`src/hw/rtl/bounded_deque_engine_defines.svh`:
```
// Assertion macros shared by the deque RTL.
`ifndef BOUNDED_DEQUE_ENGINE_DEFINES_SVH
`define BOUNDED_DEQUE_ENGINE_DEFINES_SVH

// Check that cons holds in the same cycle as ante.
`define BDE_ASSERT_SAME(label, clk, rst_n, ante, cons) \
	label: assert property (@(posedge clk) disable iff (!rst_n) (ante) |-> (cons)) \
		else $error("deque check failed");

// Check that cons holds in the cycle after ante.
`define BDE_ASSERT_NEXT(label, clk, rst_n, ante, cons) \
	label: assert property (@(posedge clk) disable iff (!rst_n) (ante) |=> (cons)) \
		else $error("deque check failed");

`endif

```
`src/hw/rtl/bde_pkg.sv`:
```
package bde_pkg;

	localparam int unsigned DEPTH_DEFAULT = 16;
	localparam int unsigned WORD_W = 32;
	localparam int unsigned COUNT_OUT_W = 5;

	typedef enum logic [2:0] {
		MODE_PUSH_BACK  = 3'd0,
		MODE_POP_FRONT  = 3'd1,
		MODE_PUSH_FRONT = 3'd2,
		MODE_POP_BACK   = 3'd3,
		MODE_PEEK       = 3'd4
	} mode_t;

	typedef enum logic [1:0] {
		STAT_DONE  = 2'd0,
		STAT_FULL  = 2'd1,
		STAT_EMPTY = 2'd2
	} status_t;

	typedef enum logic [1:0] {
		ST_IDLE  = 2'b01,
		ST_FETCH = 2'b10
	} state_t;

endpackage

```
`src/hw/rtl/bounded_deque_engine.sv`:
```
// Pushes, peeks and refusals register their result directly when the request is transferred;
// a pop that leaves the queue non-empty first passes through ST_FETCH (one word-store read for the new end).
// The word store has a single read port; no new request is taken while in ST_FETCH.
// A new request is taken while the previous result is being transferred.
// Reset (arst_n low, asynchronous): queue empty, head at slot 0, no result pending.
// The word store itself is not cleared; only occupied slots are ever read.
`include "bounded_deque_engine_defines.svh"

module bounded_deque_engine #(
	parameter int unsigned DEPTH = bde_pkg::DEPTH_DEFAULT
) (
	input  logic                clk,
	input  logic                arst_n,
	input  logic                req_valid,
	output logic                req_stall,
	input  logic [2:0]          mode,
	input  logic signed [31:0]  value_in,
	output logic                rsp_valid,
	input  logic                rsp_stall,
	output logic signed [31:0]  value_out,
	output logic [1:0]          status,
	output logic [4:0]          entry_count,
	output logic                is_empty,
	output logic signed [31:0]  front_value,
	output logic signed [31:0]  back_value
);

	localparam int unsigned IDX_W = $clog2(DEPTH);
	localparam int unsigned CNT_W = $clog2(DEPTH + 1);
	localparam logic [IDX_W-1:0] LAST_IDX = IDX_W'(DEPTH - 1);
	localparam logic [CNT_W-1:0] FULL_CNT = CNT_W'(DEPTH);
	localparam logic [CNT_W-1:0] ONE_CNT = CNT_W'(1);

	logic [bde_pkg::WORD_W-1:0] mem [DEPTH];
	logic [bde_pkg::WORD_W-1:0] rd_q;

	bde_pkg::state_t state_q;
	logic rsp_valid_q;
	logic [IDX_W-1:0] head_q, tail_q;
	logic [CNT_W-1:0] count_q;
	logic [bde_pkg::WORD_W-1:0] front_q, back_q, value_out_q;
	bde_pkg::status_t status_q;
	logic rd_front_q;

	logic accept, full, empty, refused;
	logic [IDX_W-1:0] head_nxt, tail_nxt;
	logic [IDX_W-1:0] head_next_idx, head_prev_idx, tail_next_idx, tail_prev_idx;
	logic [CNT_W-1:0] count_nxt;
	logic [bde_pkg::WORD_W-1:0] front_nxt, back_nxt, popped;
	bde_pkg::status_t status_nxt;
	logic wr_en, rd_en, rd_front;
	logic [IDX_W-1:0] wr_addr, rd_addr;
	logic [CNT_W+bde_pkg::COUNT_OUT_W-1:0] count_ext;

	function automatic logic [bde_pkg::WORD_W-1:0] wr_data_sel(input logic signed [31:0] v);
		return bde_pkg::WORD_W'(unsigned'(v));
	endfunction

	assign req_stall = (state_q != bde_pkg::ST_IDLE) || (rsp_valid_q && rsp_stall);
	assign accept = req_valid && !req_stall;
	assign full = (count_q == FULL_CNT);
	assign empty = (count_q == '0);
	assign refused = accept && (status_nxt != bde_pkg::STAT_DONE);

	assign head_next_idx = (head_q == LAST_IDX) ? '0 : head_q + IDX_W'(1);
	assign head_prev_idx = (head_q == '0) ? LAST_IDX : head_q - IDX_W'(1);
	assign tail_next_idx = (tail_q == LAST_IDX) ? '0 : tail_q + IDX_W'(1);
	assign tail_prev_idx = (tail_q == '0) ? LAST_IDX : tail_q - IDX_W'(1);

	always_comb begin
		head_nxt = head_q;
		tail_nxt = tail_q;
		count_nxt = count_q;
		front_nxt = front_q;
		back_nxt = back_q;
		popped = '0;
		status_nxt = bde_pkg::STAT_DONE;
		wr_en = 1'b0;
		wr_addr = tail_next_idx;
		rd_en = 1'b0;
		rd_addr = head_next_idx;
		rd_front = 1'b1;
		case (bde_pkg::mode_t'(mode))
			bde_pkg::MODE_PUSH_BACK: begin
				if (full) begin
					status_nxt = bde_pkg::STAT_FULL;
				end else begin
					tail_nxt = tail_next_idx;
					count_nxt = count_q + ONE_CNT;
					wr_en = 1'b1;
					wr_addr = tail_next_idx;
					back_nxt = value_in;
					if (empty) begin
						front_nxt = value_in;
					end
				end
			end
			bde_pkg::MODE_PUSH_FRONT: begin
				if (full) begin
					status_nxt = bde_pkg::STAT_FULL;
				end else begin
					head_nxt = head_prev_idx;
					count_nxt = count_q + ONE_CNT;
					wr_en = 1'b1;
					wr_addr = head_prev_idx;
					front_nxt = value_in;
					if (empty) begin
						back_nxt = value_in;
					end
				end
			end
			bde_pkg::MODE_POP_FRONT: begin
				if (empty) begin
					status_nxt = bde_pkg::STAT_EMPTY;
				end else begin
					popped = front_q;
					head_nxt = head_next_idx;
					count_nxt = count_q - ONE_CNT;
					rd_en = (count_q != ONE_CNT);
					rd_addr = head_next_idx;
					rd_front = 1'b1;
				end
			end
			bde_pkg::MODE_POP_BACK: begin
				if (empty) begin
					status_nxt = bde_pkg::STAT_EMPTY;
				end else begin
					popped = back_q;
					tail_nxt = tail_prev_idx;
					count_nxt = count_q - ONE_CNT;
					rd_en = (count_q != ONE_CNT);
					rd_addr = tail_prev_idx;
					rd_front = 1'b0;
				end
			end
			default: begin
			end
		endcase
	end

	always_ff @(posedge clk) begin
		if (accept && wr_en) begin
			mem[wr_addr] <= wr_data_sel(value_in);
		end
		if (accept && rd_en) begin
			rd_q <= mem[rd_addr];
		end
	end

	always_ff @(posedge clk or negedge arst_n) begin
		if (!arst_n) begin
			state_q <= bde_pkg::ST_IDLE;
			rsp_valid_q <= 1'b0;
			head_q <= '0;
			tail_q <= LAST_IDX;
			count_q <= '0;
		end else begin
			case (state_q)
				bde_pkg::ST_IDLE: begin
					if (accept) begin
						head_q <= head_nxt;
						tail_q <= tail_nxt;
						count_q <= count_nxt;
						rsp_valid_q <= !rd_en;
						state_q <= rd_en ? bde_pkg::ST_FETCH : bde_pkg::ST_IDLE;
					end else if (rsp_valid_q && !rsp_stall) begin
						rsp_valid_q <= 1'b0;
					end
				end
				bde_pkg::ST_FETCH: begin
					rsp_valid_q <= 1'b1;
					state_q <= bde_pkg::ST_IDLE;
				end
				default: begin
					state_q <= bde_pkg::ST_IDLE;
					rsp_valid_q <= 1'b0;
				end
			endcase
		end
	end

	always_ff @(posedge clk) begin
		if (accept) begin
			front_q <= front_nxt;
			back_q <= back_nxt;
			value_out_q <= popped;
			status_q <= status_nxt;
			rd_front_q <= rd_front;
		end else if (state_q == bde_pkg::ST_FETCH) begin
			if (rd_front_q) begin
				front_q <= rd_q;
			end else begin
				back_q <= rd_q;
			end
		end
	end

	assign count_ext = {{bde_pkg::COUNT_OUT_W{1'b0}}, count_q};
	assign rsp_valid = rsp_valid_q;
	assign value_out = value_out_q;
	assign status = status_q;
	assign entry_count = count_ext[bde_pkg::COUNT_OUT_W-1:0];
	assign is_empty = empty;
	assign front_value = empty ? '0 : front_q;
	assign back_value = empty ? '0 : back_q;

	`BDE_ASSERT_SAME(a_count_range, clk, arst_n, 1'b1, count_q <= FULL_CNT)
	`BDE_ASSERT_SAME(a_fetch_no_rsp, clk, arst_n, state_q == bde_pkg::ST_FETCH, !rsp_valid_q)
	`BDE_ASSERT_NEXT(a_fetch_entry, clk, arst_n, accept && rd_en, state_q == bde_pkg::ST_FETCH)
	`BDE_ASSERT_NEXT(a_refuse_hold, clk, arst_n, refused, $stable({count_q, head_q, tail_q}))

endmodule

```
`config.mk`:
```
export PLATFORM = sky130hd
export DESIGN_NAME = bounded_deque_engine
export DESIGN_NICKNAME = d
export VERILOG_FILES = /design/src/hw/rtl/bde_pkg.sv /design/src/hw/rtl/bounded_deque_engine.sv
export VERILOG_INCLUDE_DIRS = /design/src /design/src/hw/rtl
export SDC_FILE = /design/constraint.sdc
export NUM_CORES = 1
export LEC_CHECK = 0
export BUFFER_PORTS_ARGS = -buffer_cell sky130_fd_sc_hd__buf_2
export CELL_PAD_IN_SITES_DETAIL_PLACEMENT = 0
export CELL_PAD_IN_SITES_GLOBAL_PLACEMENT = 1
export CORE_MARGIN = 4
export CORE_UTILIZATION = 35
export DETAILED_ROUTE_END_ITERATION = 6
export PLACE_DENSITY = 0.63
export SYNTH_ARGS = -nofsm -noshare
export SYNTH_HDL_FRONTEND = slang
export SYNTH_SLANG_ARGS = --single-unit
```
`constraint.sdc`:
```
create_clock -name clk -period 13.7 [get_ports clk]
set_clock_uncertainty 0.2 [all_clocks]
set_input_delay 2.74 -clock clk [delete_from_list [all_inputs] [get_ports clk]]
set_output_delay 2.74 -clock clk [all_outputs]
set_load 0.1 [all_outputs]
```
======== Word level (Yosys, flattened, before mapping) ========
Memories as Yosys holds them, arrays and structs flattened. A register that Yosys moved wholly into a read port is not among the register bits.
Index checks and enable logic that the tools add are counted.
storage, ports and cells
  register bits ........................... 115
  RAM bits ................................ 512
  bits of input ports ..................... 39
  output and inout bits ................... 106
  word-level logic and storage cells ...... 113
  memories kept ........................... 1
operators by class
  add/sub/neg operators ................... 6
  eq/ne operators ......................... 24
  multiplexer cells ....................... 47
  reductions and logical operators ........ 25
memories
  name  depth  width  rd ports  clocked after memory_dff  wr ports  RTL line                    source
  mem   16     32     1         1                         1         bounded_deque_engine.sv:34  logic [bde_pkg::WORD_W-1:0] mem [DEPTH];
operators by type and width
  cell                                                    count
  2-to-1 mux 32 bit                                       11
  one-hot mux 32 bit (2 select lines)                     3
  2-to-1 mux 4 bit                                        12
  one-hot mux 4 bit (2 select lines)                      2
  inequality test 3 bit (second input constant)           5
  AND reduction 5 bit                                     3
  inequality test 2 bit (second input constant)           7
  AND reduction 6 bit                                     2
  2-to-1 mux 1 bit                                        10
  2-to-1 mux 5 bit                                        2
  one-hot mux 5 bit (2 select lines)                      1
  nonzero test 2 bit                                      5
  adder 4 x 1 -> 4 bit (second input constant)            2
  equality test 4 bit (second input constant)             2
  logical NOT 4 bit                                       2
  2-to-1 mux 2 bit                                        4
  subtractor 4 x 1 -> 4 bit (second input constant)       2
  equality test 3 x 2 -> 1 bit (second input constant)    2
  adder 5 x 1 -> 5 bit (second input constant)            1
  equality test 5 bit (second input constant)             1
  logical AND 1 bit                                       5
  logical NOT 5 bit                                       1
  inequality test 5 x 1 -> 1 bit (second input constant)  1
  subtractor 5 x 1 -> 5 bit (second input constant)       1
  other kinds (11)                                        15

======== Longest topological paths before layout ========
Gate-level depths: netlist of the first run.
  depth after elaboration ................. 7
  depth in mapped cells ................... 13
  depth with buffers taken out ............ 10

======== Least setup slack after synthesis of the first run ========
OpenSTA, ideal clock, no wires.
  path kind ............................... in2reg
  start point ............................. in rsp_stall
  end point ............................... reg back_q[0] (netlist name), enable pin
  setup time .............................. 0.470 ns
  data arrival time ....................... 6.471 ns
  required time ........................... 13.030 ns
  path slack .............................. 6.559 ns
  stages on the path ...................... 5
  path through ............................ nand2_1 > nand3_1 > clkbuf_1 > inv_1 > o31ai_1
between the ends
  word-level cells in the longest chain between the ends .. 6
  elaborated cells on any way between the ends .. 11
RTL lines
  item                                                                  RTL line                     source
  start: declaration                                                    bounded_deque_engine.sv:19   input logic rsp_stall,
  logical AND 1 bit (*)                                                 bounded_deque_engine.sv:59   assign req_stall = (state_q != bde_pkg::ST_IDLE) || (rsp_valid_q && rsp_stall);
  logical OR 1 bit (*)                                                  bounded_deque_engine.sv:59
  logical NOT 1 bit (*)                                                 bounded_deque_engine.sv:60   assign accept = req_valid && !req_stall;
  logical AND 1 bit (*)                                                 bounded_deque_engine.sv:60
  via accept                                                            bounded_deque_engine.sv:45   logic accept, full, empty, refused;
  inequality test 3 bit (no source line), or another cell as far along  --
  AND reduction 6 bit (no source line) (*)                              --
  end signal: assignment                                                bounded_deque_engine.sv:185  back_q <= back_nxt;
  end signal: assignment                                                bounded_deque_engine.sv:193  back_q <= rd_q;
  end: declaration                                                      bounded_deque_engine.sv:41   logic [bde_pkg::WORD_W-1:0] front_q, back_q, value_out_q;
Mark *: on every way through the listed nets, which the timed path passes. The rest lies on a longest branch.
A chain may end at the register's enable or synchronous reset.

======== Final worst setup path of the first run ========
  start point ............................. in rsp_stall
  end point ............................... out req_stall
between the ends
  word-level cells in the longest chain between the ends .. 2
RTL lines
  item               RTL line                    source
  logical AND 1 bit  bounded_deque_engine.sv:59
  logical OR 1 bit   bounded_deque_engine.sv:59
  end: declaration   bounded_deque_engine.sv:15  output logic req_stall,
No other way between the ends.

==> results of run 1 <==
## cell type report
| cell class | instances | area, µm² | area share |
|---|---|---|---|
| Timing Repair Buffer | 179 | 983 | 0.0328 |
| Multi-Input combinational cell | 964 | 5930 | 0.198 |
| Sequential cell | 659 | 19700 | 0.658 |
| Inverter | 14 | 65.1 | 0.00217 |
| Antenna cell | 6 | 15.0 | 0.000501 |
| Clock inverter | 33 | 279 | 0.00931 |
| Clock buffer | 87 | 1790 | 0.0598 |
| Tap cell | 959 | 1200 | 0.0400 |
## worst reg2reg max path, cell delays in order, from the launching register on
cell and delay, ns:
dfrtp_1 0.48, inv_1 0.10, ha_1 0.23, or4b_2 0.20, buf_4 0.48, clkinv_8 0.15, or3_1 0.43, nand2_4 0.70
buf_4 0.99, nand2_1 0.28, a221oi_1 0.33, or4_1 0.16
## cell usage after synthesis (4+ instances only)
master and instances:
a21oi_1 258, nand2_1 284, mux2i_1 5, buf_6 14, mux2_2 35, and2_1 65
buf_2 25, xnor2_1 9, edfxtp_1 643, inv_1 12, clkbuf_1 75, dfrtp_1 11
xor2_1 4, nand3_1 6, ha_1 10, nor3_1 5, nor2_1 31, or4_1 33
a22o_1 32, a221oi_1 128, buf_1 5, dfstp_2 5, a21oi_2 12, o21ai_0 10
## power groups by stage
stage | clock [mW] | sequential (mW) | combinational (mW)
global placement | 0 | 2.56 | 3.07
detailed placement | 0 | 2.56 | 3.10
global route | 1.88 | 2.53 | 3.32
floorplan | 0 | 2.85 | 2.07
CTS | 1.79 | 2.52 | 3.10
finish | 1.75 | 2.52 | 3.08
## sequential cells by signal, summed over array words and instances, names as in the netlist
signal,count
mem,512
back_q,32
front_q,32
rd_q,32
value_out,32
entry_count,5
head_q,4
tail_q,4
state_q,2
status,2
rd_front_q,1
rsp_valid,1
## worst max-delay path by stage
stage,end,depth (start not counted)
floorplan,back_q[0]$_DFFE_PP_,5
global placement,rd_q[25]$_DFFE_PP_,8
detailed placement,rd_q[4]$_DFFE_PP_,8
CTS,req_stall,4
global route,req_stall,4
finish,req_stall,4
## stage by stage
step           setup slack (ns)   util  area [µm²]  instances  total power, mW
3_3_place_gp               7.34  0.380       27900       2775             5.63
2_1_floorplan              6.56      -       26100       1758             4.92
5_1_grt                    7.33  0.408       30000       2897             7.73
6_report                   7.37  0.408       30000       2901             7.35
4_1_cts                    7.36  0.408       30000       2895             7.41
3_5_place_dp               7.30  0.380       27900       2775             5.66
## cell usage in the layout, fill, tap and decap left out, types with 3 or more instances in the layout
master / count
nand3_1: 5
dfstp_2: 5
or4_1: 33
a41oi_1: 3
clkinvlp_4: 3
mux2_2: 35
nor2_1: 14
dfrtp_1: 11
edfxtp_1: 643
clkinv_2: 11
ha_1: 10
a22o_1: 32
buf_4: 35
nor2_4: 17
buf_2: 144
inv_6: 3
clkbuf_16: 69
a21oi_1: 258
xnor2_1: 9
o21ai_0: 9
a221oi_1: 128
clkinv_1: 10
nand2b_1: 3
clkbuf_1: 18
mux2i_1: 5
and2_1: 64
a21oi_2: 12
nor3_1: 3
inv_1: 12
bufinv_16: 4
o21bai_1: 3
nand2_1: 283
xor2_1: 4
diode_2: 6
## routing by layer
| layer | track usage | vias to the layer above | share of wire |
|---|---|---|---|
| met5 | 0 | - | 0.00061 |
| met4 | 0.0520 | 6 | 0.022 |
| met3 | 0.0314 | 100 | 0.061 |
| met2 | 0.289 | 486 | 0.49 |
| met1 | 0.218 | 7958 | 0.43 |
| li1 | - | 7060 | - |
## logic make-up (layout without fill, tap and decap cells)
group | count (synthesis) | in the layout | synth area share
multiplexers | 40 | 40 | 0.0170
flip-flops | 659 | 659 | 0.756
other | 0 | 6 | 0
AO/OA/AOI/OAI | 462 | 462 | 0.116
adder cells (fa/ha/maj) | 10 | 10 | 0.00480
buffers and inverters | 135 | 313 | 0.0254
AND/OR/NAND/NOR | 439 | 439 | 0.0766
XOR/XNOR | 13 | 13 | 0.00436
==> results.py, run 1 <==
metrics = {
    "outcome": {
        "outcome": "finished, final reports clean",
    },
    "drt": {
        "ant_nets": 0,
        "wire_per_inst_um": 23.3,
        "vias": 15600,
        "drc": 0,
        "vias_per_cell": 5.38,
        "routed_wirelength_um": 67700,
        "drt-initial-drc-count": 1187,
        "firstDrtPassIters": 5,
    },
    "clock_tree": {
        "clkTransAtPathRegs_ns": 0.06,
        "htreeDepth": 3,
        "cts_hold_buf": 0,
        "cts_resized": 0,
        "cts_root_buf": "clkbuf_16",
        "clock_latency_ns": 0.59,
        "cts_tree": "done",
        "cts_setup_buffers": 0,
        "clkSinkCount": 659,
        "cts_inserted_buffers": 67,
        "cts_buffer_depth": 3,
    },
    "timing": {
        "hold_ws_ns": 0.320,
        "worst_slew_pin_slew_ns": 1.15,
        "hold_viol_final": 0,
        "period_needed_ns": 6.33,
        "rsz0062_at_grt": "no",
        "timing.setup.tns_ns": 0,
        "max_freq_mhz": 158,
        "finalMaxSlewViolations": 0,
        "slew_headroom": 0.236,
        "setup_violations": 0,
        "fin_crit_sh": 0.462,
    },
    "die": {
        "die_area_um2": 79000,
        "die_x_um": 281,
        "fp-row-count": 99,
        "io_pins": 145,
        "initial_utilization": 0.355,
        "core_um2": 73500,
        "die-height_um": 281,
    },
    "layout": {
        "drive_gt1_frac": 0.185,
        "fillers": 6672,
        "area_delta_synth_final_pct": 14.9,
        "finalNetCount": 1934,
    },
    "worst_hold_path": {
        "hp-start": "tail_q[1]$_DFFE_PN1P_",
        "holdPathEnd": "tail_q[1]$_DFFE_PN1P_",
        "hold_depth": 2,
        "hold_class": "register to register",
    },
    "place": {
        "gp_congestion": 0.720,
        "place_hpwl_um": 35100,
        "place.port_buffers": 144,
    },
    "critical_path": {
        "endpoint_kind": "output pin",
        "worstReg2RegEnd": "rd_q[25]$_DFFE_PP_",
        "cp.arrival_ns": 3.39,
        "worstPathRequired_ns": 10.76,
        "max_stage_delay_ns": 0.42,
        "worst-path-max-fanout": 2,
        "reg2reg_slack_ns": 8.86,
        "setup.worst_path.start": "rsp_stall",
        "worstSetupPathType": "input port to output pin",
        "cp-start-kind": "input port",
        "critPathBufInv": 2,
        "cp_cell_sequence": "buf_2, nand2_1, nand2_1, buf_2",
        "cpLargestDelayFamily": "buffers and inverters",
        "slowest_stage": "buf_2",
        "reg2reg_depth": 11,
        "r2r-start": "entry_count[0]$_DFFE_PN0P_",
    },
    "global_route": {
        "grt_pass1_wl_um": 99500,
        "grt_pass1_vias": 15300,
        "grt_max_degree": 101,
        "antenna_found_initial": 8,
        "grt.total_usage": 0.168,
        "gr-total-overflow": 0,
    },
    "power_and_ir_drop": {
        "p_clk_frac": 0.238,
        "sw_frac_of_total": 0.429,
        "p_seq_frac": 0.343,
        "p_comb_frac": 0.419,
        "power.density_nw_per_um2": 245,
        "power.leakage_nw": 9.95,
        "vdd_drop_max_uv": 218,
        "p_sw_mw": 3.16,
        "p_int_mw": 4.19,
    },
    "synthesis": {
        "synth_ff_type": "edfxtp_1",
        "yosysWarningCount": 0,
        "ys_seq_area_frac": 0.756,
        "mappedNetlistNets": 1807,
        "ys_types": 52,
        "ys_top_cells_by_area": "edfxtp_1 74%, a21oi_1 4.9%, a221oi_1 4.3%",
        "ys_ff_latch": 659,
        "synth_edf_count": 643,
        "synth_top_area_frac": 0.740,
        "synthArstFlopShare": 0.0243,
        "avgSynthCellArea_um2": 14.8,
        "yosysTopAreaCell": "edfxtp_1",
        "syn_area_um2": 26100,
        "synthCells": 1758,
    },
    "job": {
        "cap_violations": 0,
    },
}
No activity file was read; power rests on OpenSTA's default activity.
==> run 2, diff against run 1 <==
- clock period: 13.7 -> 6.33 ns (I/O delays scaled with it)
==> run 2 against run 1 <==
Net effect: count of clock-buffer cells in the layout rose by 6; utilization up 0.30 points; sequential cell count unchanged; critical path depth up 6; combinational power grew 130%; non-clock buffer count up 7; sequential power increased by 120%; worst hold slack worse by 0.0017 ns; die area unchanged.
==> results.py, run 2 (synthesized netlist as in run 1, its figures left out) <==
metrics = {
    "outcome": {
        "outcome": "finished, final reports clean",
    },
    "die": {
        "io_pins": 145,
        "die-height_um": 281,
        "initial_utilization": 0.355,
        "core_um2": 73500,
        "die_x_um": 281,
        "fp-row-count": 99,
        "die_area_um2": 79000,
    },
    "clock_tree": {
        "cts_resized": 0,
        "cts_tree": "done",
        "htreeDepth": 3,
        "cts_hold_buf": 0,
        "clkTransAtPathRegs_ns": 0.06,
        "clock_latency_ns": 0.61,
        "cts_buffer_depth": 3,
        "cts_setup_buffers": 0,
        "clkSinkCount": 659,
        "cts_inserted_buffers": 70,
        "cts_root_buf": "clkbuf_16",
    },
    "critical_path": {
        "cp.arrival_ns": 5.20,
        "endpoint_kind": "register",
        "cpLargestDelayFamily": "simple AND/OR/NAND/NOR gates",
        "max_stage_delay_ns": 0.78,
        "worstSetupPathType": "register to register",
        "cp_cell_sequence": "inv_1, ha_1, or4b_2, buf_4, a21oi_1, or2_4, buf_4, a21oi_1, a221oi_1, or4_1",
        "critPathBufInv": 3,
        "cp-start-kind": "register",
        "worstPathRequired_ns": 6.60,
        "worst-path-max-fanout": 69,
        "slowest_stage": "or2_4",
    },
    "place": {
        "gp_congestion": 0.767,
        "place.port_buffers": 144,
        "dpl-instance-area_um2": 28000,
        "place_hpwl_um": 40200,
    },
    "global_route": {
        "gr-total-overflow": 0,
        "grt_pass1_vias": 15500,
        "grt_max_degree": 129,
        "antenna_found_initial": 5,
        "grt_pass1_wl_um": 103000,
        "grt.total_usage": 0.174,
    },
    "job": {
        "cap_violations": 0,
    },
    "drt": {
        "wire_per_inst_um": 24.0,
        "routed_wirelength_um": 69800,
        "firstDrtPassIters": 5,
        "ant_nets": 0,
        "dr_wl_met2_um": 33000,
        "route.met3.wl_um": 4610,
        "vias_per_cell": 5.42,
        "drt-initial-drc-count": 1550,
        "wl_met1_um": 30800,
        "vias": 15800,
        "drc": 0,
        "top_layer": "met4",
    },
    "timing": {
        "period_needed_ns": 4.93,
        "worst_slew_pin_slew_ns": 1.15,
        "timing.setup.tns_ns": 0,
        "slew_headroom": 0.233,
        "hold_ws_ns": 0.318,
        "hold_viol_final": 0,
        "finalMaxSlewViolations": 0,
        "fin_crit_sh": 0.778,
        "max_freq_mhz": 203,
        "setup_violations": 0,
        "rsz0062_at_grt": "no",
    },
    "layout": {
        "seqCellArea_um2": 19700,
        "area_delta_synth_final_pct": 15.8,
        "finalNetCount": 1944,
        "fin_util": 0.411,
        "drive_gt1_frac": 0.186,
        "regMostFlops": "mem",
        "stdcell_area_um2": 30200,
        "multi_input_area_um2": 5930,
        "final_common_cell": "edfxtp_1",
        "fillers": 6675,
        "largest_register_ffs": 512,
        "mostFrequentLayoutCells": "643 x edfxtp_1, 283 x nand2_1, 258 x a21oi_1",
    },
    "worst_hold_path": {
        "hold_class": "register to register",
    },
    "power_and_ir_drop": {
        "power.leakage_nw": 10.1,
        "vdd_drop_max_uv": 469,
        "power.density_nw_per_um2": 542,
    },
}
==> run 2: final timing paths <==
kind / start / to / slack (ns) / cells after the start
min in group asynchronous: arst_n / entry_count[1]$_DFFE_PN0P_ / 0.38 / 1
hold / removal: tail_q[1]$_DFFE_PN1P_ / tail_q[1]$_DFFE_PN1P_ / 0.32 / 2
max in group asynchronous: arst_n / state_q[0]$_DFFE_PN1P_ / 5.23 / 1
setup reg to reg: entry_count[0]$_DFFE_PN0P_ / rd_q[17]$_DFFE_PP_ / 1.40 / 10
hold reg to reg: tail_q[1]$_DFFE_PN1P_ / tail_q[1]$_DFFE_PN1P_ / 0.32 / 2
setup / recovery: entry_count[0]$_DFFE_PN0P_ / rd_q[17]$_DFFE_PP_ / 1.40 / 10
==> run 2: cell type report <==
type / instances / area share
flip-flops and latches: 659 / 0.653
multi-input cells: 964 / 0.196
clock buffers: 93 / 0.0616
well taps: 959 / 0.0397
repair buffers: 186 / 0.0368
clock inverters: 34 / 0.0104
inverters: 14 / 0.00215
diodes: 4 / 0.000331
==> run 2: layer usage <==
metal  up-vias  track usage
met3        94       0.0288
met1      8050        0.246
met5         -            0
li1       7083            -
met2       557        0.280
met4         0       0.0483
==> run 2: through the flow <==
| step | cells | worst slack, ns | power [mW] |
|---|---|---|---|
| after floorplan | 1758 | 0.663 | 10.6 |
| after global placement | 2782 | 1.35 | 12.5 |
| after detailed placement | 2782 | 1.32 | 12.5 |
| after CTS | 2909 | 1.42 | 16.5 |
| after global routing | 2911 | 1.19 | 17.2 |
| final | 2913 | 1.40 | 16.4 |
==> run 2: where the power goes <==
group          switching [mW]  leakage (nW)  total [mW]  internal, mW
clock                    1.68          1.06        3.92          2.25
combinational            5.27          2.99        6.99          1.72
sequential              0.135          6.01        5.46          5.32
total                    7.08          10.1        16.4          9.29
==> run 2: worst register-to-register path, delay by kind of cell (launching register included) <==
family	cells	cell delay, ns
buffers and inverters	3	1.15
AND/OR/NAND/NOR	3	1.68
adder cells (fa/ha/maj)	1	0.19
AO/OA/AOI/OAI	3	1.11
flip-flops	1	0.46
==> run 3, diff against run 2 <==
- PLACE_DENSITY: 0.63 -> 0.65
- clock period: 6.33 -> 4.3 ns (I/O delays scaled with it)
==> run 3 against run 2 <==
Net effect: combinational power increased by 49%; register-to-register slack got worse by 0.86 ns; routed wire length fell by 1.9%; final cell count increased by 0.31%; critical path depth is 4 lower; count of clock-buffer cells in the layout fell by 19; first-iteration DRC count is 18% lower; critical path type is now register to output pin; critical endpoint is now back_value[19].
==> results.py, run 3 (synthesized netlist as in run 1, its figures left out) <==
metrics = {
    "outcome": {
        "outcome": "finished, final reports clean",
    },
    "global_route": {
        "grt_pass1_vias": 15600,
        "gr-total-overflow": 0,
        "grt_max_degree": 129,
        "antenna_found_initial": 5,
        "grt.total_usage": 0.172,
        "grt_pass1_wl_um": 102000,
    },
    "layout": {
        "regMostFlops": "mem",
        "area_delta_synth_final_pct": 17.7,
        "drive_gt1_frac": 0.199,
        "finalNetCount": 1956,
        "final_common_cell": "edfxtp_1",
        "fillers": 6575,
        "largest_register_ffs": 512,
        "mostFrequentLayoutCells": "643 x edfxtp_1, 283 x nand2_1, 258 x a21oi_1",
    },
    "timing": {
        "hold_ws_ns": 0.311,
        "hold_viol_final": 0,
        "fin_crit_sh": 0.958,
        "finalMaxSlewViolations": 0,
        "timing.setup.tns_ns": 0,
        "worst_slew_pin_slew_ns": 1.08,
        "setup_violations": 0,
        "rsz0062_at_grt": "no",
        "period_needed_ns": 4.12,
        "max_freq_mhz": 243,
        "slew_headroom": 0.279,
    },
    "clock_tree": {
        "clkTransAtPathRegs_ns": 0.06,
        "cts_root_buf": "clkbuf_16",
        "clkSinkCount": 659,
        "htreeDepth": 3,
        "cts_buffer_depth": 3,
        "cts_setup_buffers": 0,
        "cts_resized": 0,
        "clock_latency_ns": 0.61,
        "cts_tree": "done",
        "cts_inserted_buffers": 67,
    },
    "critical_path": {
        "r2r-start": "entry_count[0]$_DFFE_PN0P_",
        "endpoint_kind": "output pin",
        "cp-start-kind": "register",
        "worstPathRequired_ns": 3.24,
        "setup.worst_path.start": "entry_count[0]$_DFFE_PN0P_",
        "cp.arrival_ns": 3.06,
        "reg2reg_depth": 10,
        "reg2reg_slack_ns": 0.54,
        "worstReg2RegEnd": "rd_q[28]$_DFFE_PP_",
        "endpoint": "back_value[19]",
        "worstSetupPathType": "register to output pin",
        "worst-path-max-fanout": 67,
    },
    "drt": {
        "ant_nets": 0,
        "drc": 0,
        "vias_per_cell": 5.39,
        "wire_per_inst_um": 23.4,
        "vias": 15700,
        "firstDrtPassIters": 5,
        "drt-initial-drc-count": 1277,
        "routed_wirelength_um": 68500,
    },
    "die": {
        "core_um2": 73500,
        "io_pins": 145,
        "initial_utilization": 0.355,
        "die-height_um": 281,
        "fp-row-count": 99,
        "die_area_um2": 79000,
        "die_x_um": 281,
    },
    "place": {
        "place.port_buffers": 144,
        "gp_congestion": 0.778,
        "place_hpwl_um": 38400,
    },
    "power_and_ir_drop": {
        "power.leakage_nw": 10.3,
        "vdd_drop_max_uv": 539,
        "power.density_nw_per_um2": 800,
        "power_mw": 24.5,
    },
    "worst_hold_path": {
        "hold_class": "register to register",
    },
    "job": {
        "cap_violations": 0,
    },
}
[run 3: critical path, stage by stage, from the launching register on]
cell	delay, ns
dfrtp_1	0.45
inv_1	0.11
ha_1	0.19
or4b_2	0.73
buf_4	0.34
and2_1	0.27
buf_2	0.30
[run 3: what timing repair did]
action / in CTS / in global routing
endpoints found under the hold margin: 11 / 0
hold buffers: 1 / 0
setup endpoints to repair: 0 / 0
[run 3: layout make-up]
type                       instances  area (µm²)  share of cell area
sequential                       659       19700               0.642
inverter                          14        65.1             0.00212
clock buffer                      74        1750              0.0569
antenna                            3        7.51            0.000245
clock inverter                    48         553              0.0180
timing repair buffer             201        1480              0.0481
tap                              959        1200              0.0391
multi-input combinational        964        5930               0.193
[run 3: how the worst min path moves through the flow]
stage                     slack [ns]  cells past startpoint                   start                      to
after CTS                       0.31                      2   tail_q[1]$_DFFE_PN1P_   tail_q[1]$_DFFE_PN1P_
after global routing            0.32                      2   tail_q[1]$_DFFE_PN1P_   tail_q[1]$_DFFE_PN1P_
after detailed placement        0.31                      2  state_q[0]$_DFFE_PN1P_  state_q[0]$_DFFE_PN1P_
after global placement          0.29                      2   tail_q[1]$_DFFE_PN1P_   tail_q[1]$_DFFE_PN1P_
after floorplan                 0.28                      2   tail_q[1]$_DFFE_PN1P_   tail_q[1]$_DFFE_PN1P_
final                           0.31                      2   rsp_valid$_DFFE_PN0P_   rsp_valid$_DFFE_PN0P_
[run 3: report_power, final]
part | internal (mW) | total (mW) | leakage, nW | switching [mW]
Clock | 3.62 | 6.09 | 1.12 | 2.48
Sequential | 7.83 | 8.02 | 6.01 | 0.195
Combinational | 2.76 | 10.4 | 3.14 | 7.67
[run 3: metrics by stage]
| step | instance area (µm²) | instances | util | worst slack (ns) |
|---|---|---|---|---|
| after CTS | 30700 | 2919 | 0.418 | 0.151 |
| after detailed placement | 28400 | 2796 | 0.386 | 0.563 |
| after global routing | 30700 | 2919 | 0.418 | 0.0321 |
| final | 30700 | 2922 | 0.418 | 0.181 |
| after global placement | 28400 | 2796 | 0.386 | 0.580 |
| after floorplan | 26100 | 1758 | - | 0.0730 |
[run 3: layer usage]
layer | vias to the layer above | part of all wire | track usage
met5 | - | 0 | 0
met4 | 0 | 0.020 | 0.0491
met3 | 101 | 0.068 | 0.0312
met2 | 525 | 0.48 | 0.285
met1 | 8015 | 0.43 | 0.232
li1 | 7096 | - | -
